===== config.mk =====
export PLATFORM = sky130hd
export DESIGN_NAME = dtrie_ctrl
export DESIGN_NICKNAME = d
export VERILOG_FILES = /design/src/dtrie_pkg.sv /design/src/dtrie_ctrl.sv
export SDC_FILE = /design/constraint.sdc
export NUM_CORES = 1
export LEC_CHECK = 0
export BUFFER_PORTS_ARGS = -buffer_cell sky130_fd_sc_hd__buf_2
export CORE_MARGIN = 1.5
export CORE_UTILIZATION = 35
export DETAILED_ROUTE_END_ITERATION = 8
export PLACE_DENSITY = 0.61
export SYNTH_ARGS = -nofsm -noshare
export SYNTH_HDL_FRONTEND = slang
export SYNTH_SLANG_ARGS = --single-unit

===== constraint.sdc =====
create_clock -name clk -period 3.5 [get_ports clk]
set_clock_uncertainty 0.15 [all_clocks]
set_input_delay 0.525 -clock clk [delete_from_list [all_inputs] [get_ports clk]]
set_output_delay 0.525 -clock clk [all_outputs]
set_load 0.02 [all_outputs]

===== src/dtrie_pkg.sv =====
package dtrie_pkg;

  // Default sizes of the node pool, the key alphabet and the stored value.
  localparam int NODE_COUNT_DEF = 1024;
  localparam int BRANCHES_DEF   = 10;
  localparam int VALUE_BITS_DEF = 16;

  // Result status codes.
  localparam logic [1:0] ST_OK        = 2'd0;
  localparam logic [1:0] ST_NOT_FOUND = 2'd1;
  localparam logic [1:0] ST_POOL_FULL = 2'd2;

  // Read and write enables from the walk controller to the node store.
  typedef struct packed {
    logic mask_rd;
    logic mask_wr;
    logic ptr_rd;
    logic ptr_wr;
    logic ev_rd;
    logic ev_wr;
  } dtrie_mem_cmd_t;

endpackage


===== src/dtrie_ctrl.sv =====
module dtrie_ctrl
  import dtrie_pkg::*;
#(
  parameter int NODE_COUNT = NODE_COUNT_DEF,
  parameter int BRANCHES   = BRANCHES_DEF,
  parameter int VALUE_BITS = VALUE_BITS_DEF,
  localparam int IDX_W     = $clog2(NODE_COUNT),
  localparam int SLOT_W    = $clog2(NODE_COUNT * BRANCHES),
  localparam int USED_W    = $clog2(NODE_COUNT + 1),
  localparam int BR_W      = $clog2(BRANCHES)
) (
  input  logic                  clk,
  input  logic                  rst,
  input  logic                  start,
  input  logic                  operation,
  input  logic                  has_digit,
  input  logic [3:0]            digit,
  input  logic                  key_end,
  input  logic [15:0]           stored_value,
  output logic                  busy,
  output logic                  done,
  output logic [1:0]            status,
  output logic [15:0]           found_value,
  output dtrie_mem_cmd_t        cmd,
  output logic [IDX_W-1:0]      mask_addr,
  output logic [BRANCHES-1:0]   mask_wdata,
  output logic [SLOT_W-1:0]     slot_addr,
  output logic [IDX_W-1:0]      ptr_wdata,
  output logic [IDX_W-1:0]      ev_addr,
  output logic                  ev_wend,
  output logic [VALUE_BITS-1:0] ev_wvalue,
  input  logic [BRANCHES-1:0]   mask_rdata,
  input  logic [IDX_W-1:0]      ptr_rdata,
  input  logic                  end_rdata,
  input  logic [VALUE_BITS-1:0] value_rdata
);

  localparam logic [1:0] S_IDLE  = 2'd0;
  localparam logic [1:0] S_WALK  = 2'd1;
  localparam logic [1:0] S_CLEAR = 2'd2;
  localparam logic [1:0] S_FIN   = 2'd3;

  logic [1:0]            state, state_next;
  logic [IDX_W-1:0]      cursor, cursor_next;
  logic [USED_W-1:0]     nodes_used, nodes_used_next;
  logic                  walk_stopped, walk_stopped_next;
  logic                  insert_failed, insert_failed_next;
  logic                  op_q, op_q_next;
  logic                  end_q, end_q_next;
  logic [VALUE_BITS-1:0] val_q, val_q_next;
  logic [BR_W-1:0]       dig_q, dig_q_next;
  logic [SLOT_W-1:0]     slot_q, slot_q_next;
  logic [IDX_W-1:0]      fresh_q, fresh_q_next;
  logic                  done_next;
  logic [1:0]            status_next;
  logic [VALUE_BITS-1:0] found_q, found_next;

  logic [VALUE_BITS-1:0] val_in;
  logic                  digit_ok;
  logic                  step;
  logic [SLOT_W-1:0]     in_slot;
  logic [IDX_W-1:0]      fresh;
  logic                  pool_full;
  logic                  fin_req;
  logic                  fin_op;
  logic                  fin_stop;
  logic                  fin_fail;
  logic [IDX_W-1:0]      fin_node;
  logic [VALUE_BITS-1:0] fin_val;

  assign val_in    = VALUE_BITS'(stored_value);
  assign digit_ok  = ({1'b0, digit} < 5'(BRANCHES));
  assign step      = has_digit && digit_ok && !walk_stopped && !insert_failed;
  assign in_slot   = SLOT_W'(cursor) * SLOT_W'(BRANCHES) + SLOT_W'(digit);
  assign fresh     = nodes_used[IDX_W-1:0];
  assign pool_full = (nodes_used >= USED_W'(NODE_COUNT));

  assign busy        = (state != S_IDLE);
  assign found_value = 16'(found_q);

  // Walk sequencer: read the node's mask and the child slot together, then
  // follow, stop, fail on a full pool or allocate. A final beat writes the end
  // node, reads it back for a lookup, or reports a failed insert.
  always_comb begin
    state_next         = state;
    cursor_next        = cursor;
    nodes_used_next    = nodes_used;
    walk_stopped_next  = walk_stopped;
    insert_failed_next = insert_failed;
    op_q_next          = op_q;
    end_q_next         = end_q;
    val_q_next         = val_q;
    dig_q_next         = dig_q;
    slot_q_next        = slot_q;
    fresh_q_next       = fresh_q;
    done_next          = 1'b0;
    status_next        = ST_OK;
    found_next         = '0;
    cmd                = '0;
    mask_addr          = cursor;
    mask_wdata         = mask_rdata | (BRANCHES'(1) << dig_q);
    slot_addr          = slot_q;
    ptr_wdata          = fresh;
    ev_addr            = cursor;
    ev_wend            = 1'b0;
    ev_wvalue          = '0;
    fin_req            = 1'b0;
    fin_op             = op_q;
    fin_stop           = walk_stopped;
    fin_fail           = insert_failed;
    fin_node           = cursor;
    fin_val            = val_q;

    case (state)
      S_IDLE: begin
        if (start) begin
          op_q_next  = operation;
          end_q_next = key_end;
          val_q_next = val_in;
          dig_q_next = BR_W'(digit);
          if (step) begin
            cmd.mask_rd = 1'b1;
            cmd.ptr_rd  = 1'b1;
            slot_addr   = in_slot;
            slot_q_next = in_slot;
            state_next  = S_WALK;
          end else if (key_end) begin
            fin_req = 1'b1;
            fin_op  = operation;
            fin_val = val_in;
          end
        end
      end
      S_WALK: begin
        state_next = S_IDLE;
        if (mask_rdata[dig_q]) begin
          // Child exists: follow it.
          cursor_next = ptr_rdata;
          fin_node    = ptr_rdata;
          fin_req     = end_q;
        end else if (!op_q) begin
          walk_stopped_next = 1'b1;
          fin_stop          = 1'b1;
          fin_req           = end_q;
        end else if (pool_full) begin
          insert_failed_next = 1'b1;
          fin_fail           = 1'b1;
          fin_req            = end_q;
        end else begin
          // Allocate a fresh node and link it under the cursor.
          cmd.mask_wr     = 1'b1;
          cmd.ptr_wr      = 1'b1;
          cmd.ev_wr       = 1'b1;
          ev_addr         = fresh;
          nodes_used_next = nodes_used + USED_W'(1);
          cursor_next     = fresh;
          fresh_q_next    = fresh;
          state_next      = S_CLEAR;
          if (end_q) begin
            // A fresh node is never an end before this beat.
            done_next          = 1'b1;
            cursor_next        = '0;
            walk_stopped_next  = 1'b0;
            insert_failed_next = 1'b0;
            if (op_q) begin
              ev_wend   = 1'b1;
              ev_wvalue = val_q;
            end else begin
              status_next = ST_NOT_FOUND;
            end
          end
        end
      end
      S_CLEAR: begin
        // Give the fresh node an empty child mask.
        cmd.mask_wr = 1'b1;
        mask_addr   = fresh_q;
        mask_wdata  = '0;
        state_next  = S_IDLE;
      end
      S_FIN: begin
        done_next   = 1'b1;
        status_next = end_rdata ? ST_OK : ST_NOT_FOUND;
        found_next  = end_rdata ? value_rdata : '0;
        state_next  = S_IDLE;
      end
      default: begin
        state_next = S_IDLE;
      end
    endcase

    // Close the key at the node reached.
    if (fin_req) begin
      cursor_next        = '0;
      walk_stopped_next  = 1'b0;
      insert_failed_next = 1'b0;
      ev_addr            = fin_node;
      if (fin_op) begin
        done_next = 1'b1;
        if (fin_fail) begin
          status_next = ST_POOL_FULL;
        end else if (fin_stop) begin
          status_next = ST_NOT_FOUND;
        end else begin
          cmd.ev_wr = 1'b1;
          ev_wend   = 1'b1;
          ev_wvalue = fin_val;
        end
      end else begin
        cmd.ev_rd  = 1'b1;
        state_next = S_FIN;
      end
    end
  end

  // Control state.
  always_ff @(posedge clk) begin
    if (rst) begin
      state         <= S_IDLE;
      cursor        <= '0;
      nodes_used    <= USED_W'(1);
      walk_stopped  <= 1'b0;
      insert_failed <= 1'b0;
      done          <= 1'b0;
    end else begin
      state         <= state_next;
      cursor        <= cursor_next;
      nodes_used    <= nodes_used_next;
      walk_stopped  <= walk_stopped_next;
      insert_failed <= insert_failed_next;
      done          <= done_next;
    end
  end

  // Beat and result payload.
  always_ff @(posedge clk) begin
    op_q    <= op_q_next;
    end_q   <= end_q_next;
    val_q   <= val_q_next;
    dig_q   <= dig_q_next;
    slot_q  <= slot_q_next;
    fresh_q <= fresh_q_next;
    status  <= status_next;
    found_q <= found_next;
  end

endmodule


# Yosys cells after proc, flatten, opt, wreduce, memory -nomap -nowiden
# Cells that the tools add are included.
# W data, S select, Z words.
# op_classes
n_addsub	2
multipliers	1
div_mod_pow	0
order_cmp	3
n_eq_ne	6
n_shift	1
muxes	92
bitwise	3
n_reduce_logical	17
# ops
operator	count
$mux W16	13
$mux W10	13
$mux W1	46
$mux W14	3
$mux W2	12
$add A14 B4 Y14	1
$mul A10 B3 Y13 const B	1
$reduce_and A4 Y1	3
$add A11 B1 Y11 const B	1
$ge A11 B11 Y1 const B	1
$or A10 B10 Y10	1
$shl A1 B4 Y10 const A	1
$pmux W1 S2	3
$pmux W2 S3	1
$reduce_bool A2 Y1	3
$lt A4 B5 Y1 const B	1
$bmux W1 S4	1
$eq A2 B2 Y1 const B	2
$lt A4 B4 Y1 const B	1
$ne A2 B1 Y1 const B	2
$reduce_and A2 Y1	2
$reduce_or A2 Y1	2
$logic_and A1 B1 Y1	3
$reduce_and A3 Y1	1
other kinds (5)	7
# totals
reg_bits	90
latchBits	0
ramBits	0
romBits	0
input_bits	63
output_inout_bits	97
word_cells	139
mem_count	0

# Longest topological paths before layout
# depth
depth_word	11
mapped_depth	10
mapped_depth_nobuf	9

# Least setup slack after synthesis
# No wires, ideal clock.
# synth_timing
path_type	reg-to-output
startpoint	register cursor[1]
endpoint	output slot_addr[12]
arrival_time_ns	2.964
t_required_ns	2.825
slack_ns	-0.139
stages_incl_launch_ff	10
n_path_buf	0
cell_sequence	dfxtp_1 ha_1 ha_1 fa_1 xor2_1 nand3_1 nor4_1 nand3_1 or4_1 a31oi_1
# synth_between
elab_chain_len	5
# synth_lines
element	line	rtl
start, declared	dtrie_ctrl.sv:44	logic [IDX_W-1:0] cursor, cursor_next;
start signal, assigned	dtrie_ctrl.sv:227	cursor <= cursor_next;
$mul A10 B3 Y13	dtrie_ctrl.sv:74	assign in_slot = SLOT_W'(cursor) * SLOT_W'(BRANCHES) + SLOT_W'(digit);
$add A14 B4 Y14	dtrie_ctrl.sv:74	
$mux W14	dtrie_ctrl.sv:121	if (step) begin
$mux W14 (2 in series)	--	
end, declared	dtrie_ctrl.sv:27	output logic [SLOT_W-1:0] slot_addr,
# Every way passes these cells.

# Worst setup path in the final report
# layout_timing
startpoint	register cursor[2]
endpoint	output slot_addr[12]
# Same word-level chain as after synthesis.

==> results.py <==
metrics = {
    "clock_tree": {
        "clk_pin_slew_ns": 0.07,
        "cts_hold_buf": 0,
        "cts_tree": "built",
        "cts_buffers": 9,
        "max-clock-path-buffers": 2,
        "h-tree-depth": 3,
        "clock-sinks": 90,
        "clockRootBuffer": "clkbuf_16",
        "clock_latency_ns": 0.34,
    },
    "global_route": {
        "grt_pass1_wl_mm": 21.4,
        "grtUsageTotal_pct": 18.5,
        "gr-total-overflow": 0,
        "grt-busiest-layer": "met2",
        "grt_antenna_before_repair": 0,
        "globalRouteMet1Util_pct": 24.8,
        "grt_util_met2_pct": 30.3,
        "use_met3_pct": 3.16,
        "grt_max_degree": 23,
        "grt_pass1_vias": 4236,
    },
    "worst_setup_path": {
        "crit_arrival_ns": 3.01,
        "max_stage_delay_ns": 0.56,
        "required_ns": 2.82,
        "path_max_fanout": 3,
        "path_delay_family": "simple AND/OR/NAND/NOR gates",
        "cp-end-kind": "primary output",
        "worstPathCellList": "ha_4, ha_1, a211oi_2, nor2_1, nor4_4, nand3_2, or4_4, a31oi_4, buf_6",
        "r2r_slack_ns": 0.71,
        "crit_type": "register to primary output",
        "cp-start-kind": "register",
        "crit_slowest_cell": "or4_4",
        "worst-path-buf-inv": 1,
    },
    "final_layout": {
        "nets": 774,
        "synthToLayoutAreaGrowth_pct": 37.2,
        "register_area_sq_um": 2130,
        "fin_util_pct": 49.7,
        "multi_input_area_sq_um": 2720,
        "n_antenna_cell": 0,
        "drive_gt1_share_pct": 40.1,
        "final_cells": 864,
        "nFillCells": 1242,
    },
    "timing": {
        "tightest_slew_ns": 0.777,
        "timing.final.ws_setup_ns": -0.186,
        "layout_min_cycle_time_ns": 3.69,
        "clock.fmax_ghz": 0.271,
        "setup_viol": 3,
        "slew_viol_final": 0,
        "hold_viol": 0,
        "finalCritPeriodShare_pct": 105,
        "rsz0062_at_grt": "yes",
        "relSlewSlack_pct": 47.9,
        "fin_setup_tns_ns": -0.316,
    },
    "yosys": {
        "synth_commonest_cells": "nor2_1, dfxtp_1, nand2_1, edfxtp_1, ha_1",
        "synth.most_common_cell": "nor2_1",
        "netlist_top_cells_area": "dfxtp_1, edfxtp_1, ha_1, nor2_1, a22o_1",
        "netlist.area_leader.share_pct": 24.0,
        "syn-instance-count": 501,
        "yosysWarnings": 0,
        "yosys.area.top_type": "dfxtp_1",
        "synth.yosys.seq_area_share_pct": 43.9,
        "synth_fp_nets": 592,
        "syn_avg_cell_area_sq_um": 9.65,
        "ys_types": 59,
        "synth_flop_cell": "dfxtp_1",
        "synth_async_sr_flop_share_pct": 0,
        "synth-seq-cells": 90,
        "synth_area_sq_um": 4840,
        "synth_edf_count": 32,
    },
    "job": {
        "cap_violations": 0,
    },
    "power": {
        "pwr_density_cell_nw_per_um2": 482,
        "ir_drop_v": 0.000216,
        "power.leakage_uw": 0.00299,
    },
    "die": {
        "start_util_pct": 36.2,
        "dieArea_sq_um": 14500,
        "die_h_microns": 121,
        "io_pins": 160,
        "core_area_sq_um": 13300,
        "std_cell_rows": 42,
        "die_w_microns": 121,
    },
    "route": {
        "ant_nets": 0,
        "dr.pass1.iters": 4,
        "drc_errors": 0,
        "wl_per_cell_microns": 15.9,
        "wl_mm": 13.8,
        "drt_iter0_drc": 349,
        "vias": 4422,
        "viasPerCell": 5.12,
    },
    "placed_design": {
        "portBuffers": 159,
        "place_congestion": 0.880,
        "pre_cts_ws_ns": -0.161,
        "dp_hpwl_mm": 9.81,
        "dp.cells": 838,
    },
    "run_status": {
        "status": "finished, violations left",
        "violations": "negative setup slack",
    },
    "worst_hold_path": {
        "hold_path_class": "input pin to register",
    },
}
worst reg2reg max path: cells and delay by family, from the launching register on:
family                     cells  cell delay, ns
DFF                            1            0.34
xor gates and xnor gates       1            0.13
adders and majority gates      2            0.58
buffers and inverters          1            0.16
AOI/OAI and AO/OA              5            1.29
cell type report:
class                   instances  area share, %
clock buffers                  11           4.15
clock inverters                 5          0.943
inverters                      20           1.13
multi-input cells             361           41.0
flip-flops and latches         90           32.1
well taps                     176           3.32
repair buffers                201           17.3
where the power goes:
| part | internal (uW) | switching, uW | leakage [uW] | total [uW] |
|---|---|---|---|---|
| registers | 1180 | 50.9 | 0.000773 | 1240 |
| logic | 360 | 538 | 0.00206 | 897 |
| clock network | 645 | 422 | 0.000159 | 1070 |
per-layer routing:
metal	up-vias	part of all wire [%]
li1	2185	-
met4	0	2.0
met3	21	5.0
met5	-	0
met1	2077	45
met2	139	48
final timing paths:
| check | startpoint | to | cells after the start |
|---|---|---|---|
| worst max-delay path | cursor[2]$_SDFFE_PP0P_ | slot_addr[12] | 9 |
| worst min register to register | slot_q[10]$_DFF_P_ | slot_q[10]$_DFF_P_ | 2 |
| worst min-delay path | stored_value[7] | val_q[7]$_DFFE_PP_ | 1 |
| worst max register to register | cursor[2]$_SDFFE_PP0P_ | slot_q[12]$_DFF_P_ | 9 |
placed cells by master (no fill, tap or decap), types with 5 or more instances in the layout:
master     instances
buf_2            153
nor2_1            64
dfxtp_1           52
buf_4             42
nand2_1           35
edfxtp_1          32
a21oi_1           24
and3_1            18
inv_1             18
xnor2_1           17
a22o_1            17
ha_1              16
o21ai_0           15
nor3_1            12
clkbuf_16         11
a31oi_1           10
o22ai_1           10
mux2_2            10
ha_4               9
o21ai_1            7
nor2b_1            7
xor2_1             6
nor3b_1            6
buf_6              6
nand2b_1           5
nand3_1            5
nand4_1            5
a211oi_1           5
o311a_1            5
dfxtp_2            5
state kept, by name, summed over array words and instances (netlist names), 2 cells and up:
signal / cells
state: 2
nodes_used: 11
cursor: 10
slot_q: 14
status: 2
found_value: 16
val_q: 16
dig_q: 4
fresh_q: 10
cell families after synthesis:
group                      Yosys count  share of synthesized area [%]
buffers and inverters               51                           5.33
adders and majority gates           28                           7.55
xor gates and xnor gates            24                           4.35
DFF                                 90                           43.9
muxes                               13                           3.73
AOI/OAI and AO/OA                  120                           17.6
and+or+nand+nor                    175                           17.5
timing repair:
| item | CTS | global route |
|---|---|---|
| gates resized for setup | 39 | 19 |
| hold endpoints to repair | 0 | 0 |
| setup buffers | 6 | 5 |
| cloned | 0 | 1 |
| setup endpoints to repair | 6 | 31 |
| pin swaps | 19 | 16 |
stage by stage:
step           instance area, sq um  power, uW  hold slack (ns)
4_1_cts                        6510       3190            0.211
2_1_floorplan                  4850       1770            0.326
6_report                       6630       3200            0.224
5_1_grt                        6630       3350            0.212
3_5_place_dp                   5930       2060            0.294
3_3_place_gp                   5930       2050            0.281
Power figures use the tool's default switching activity.
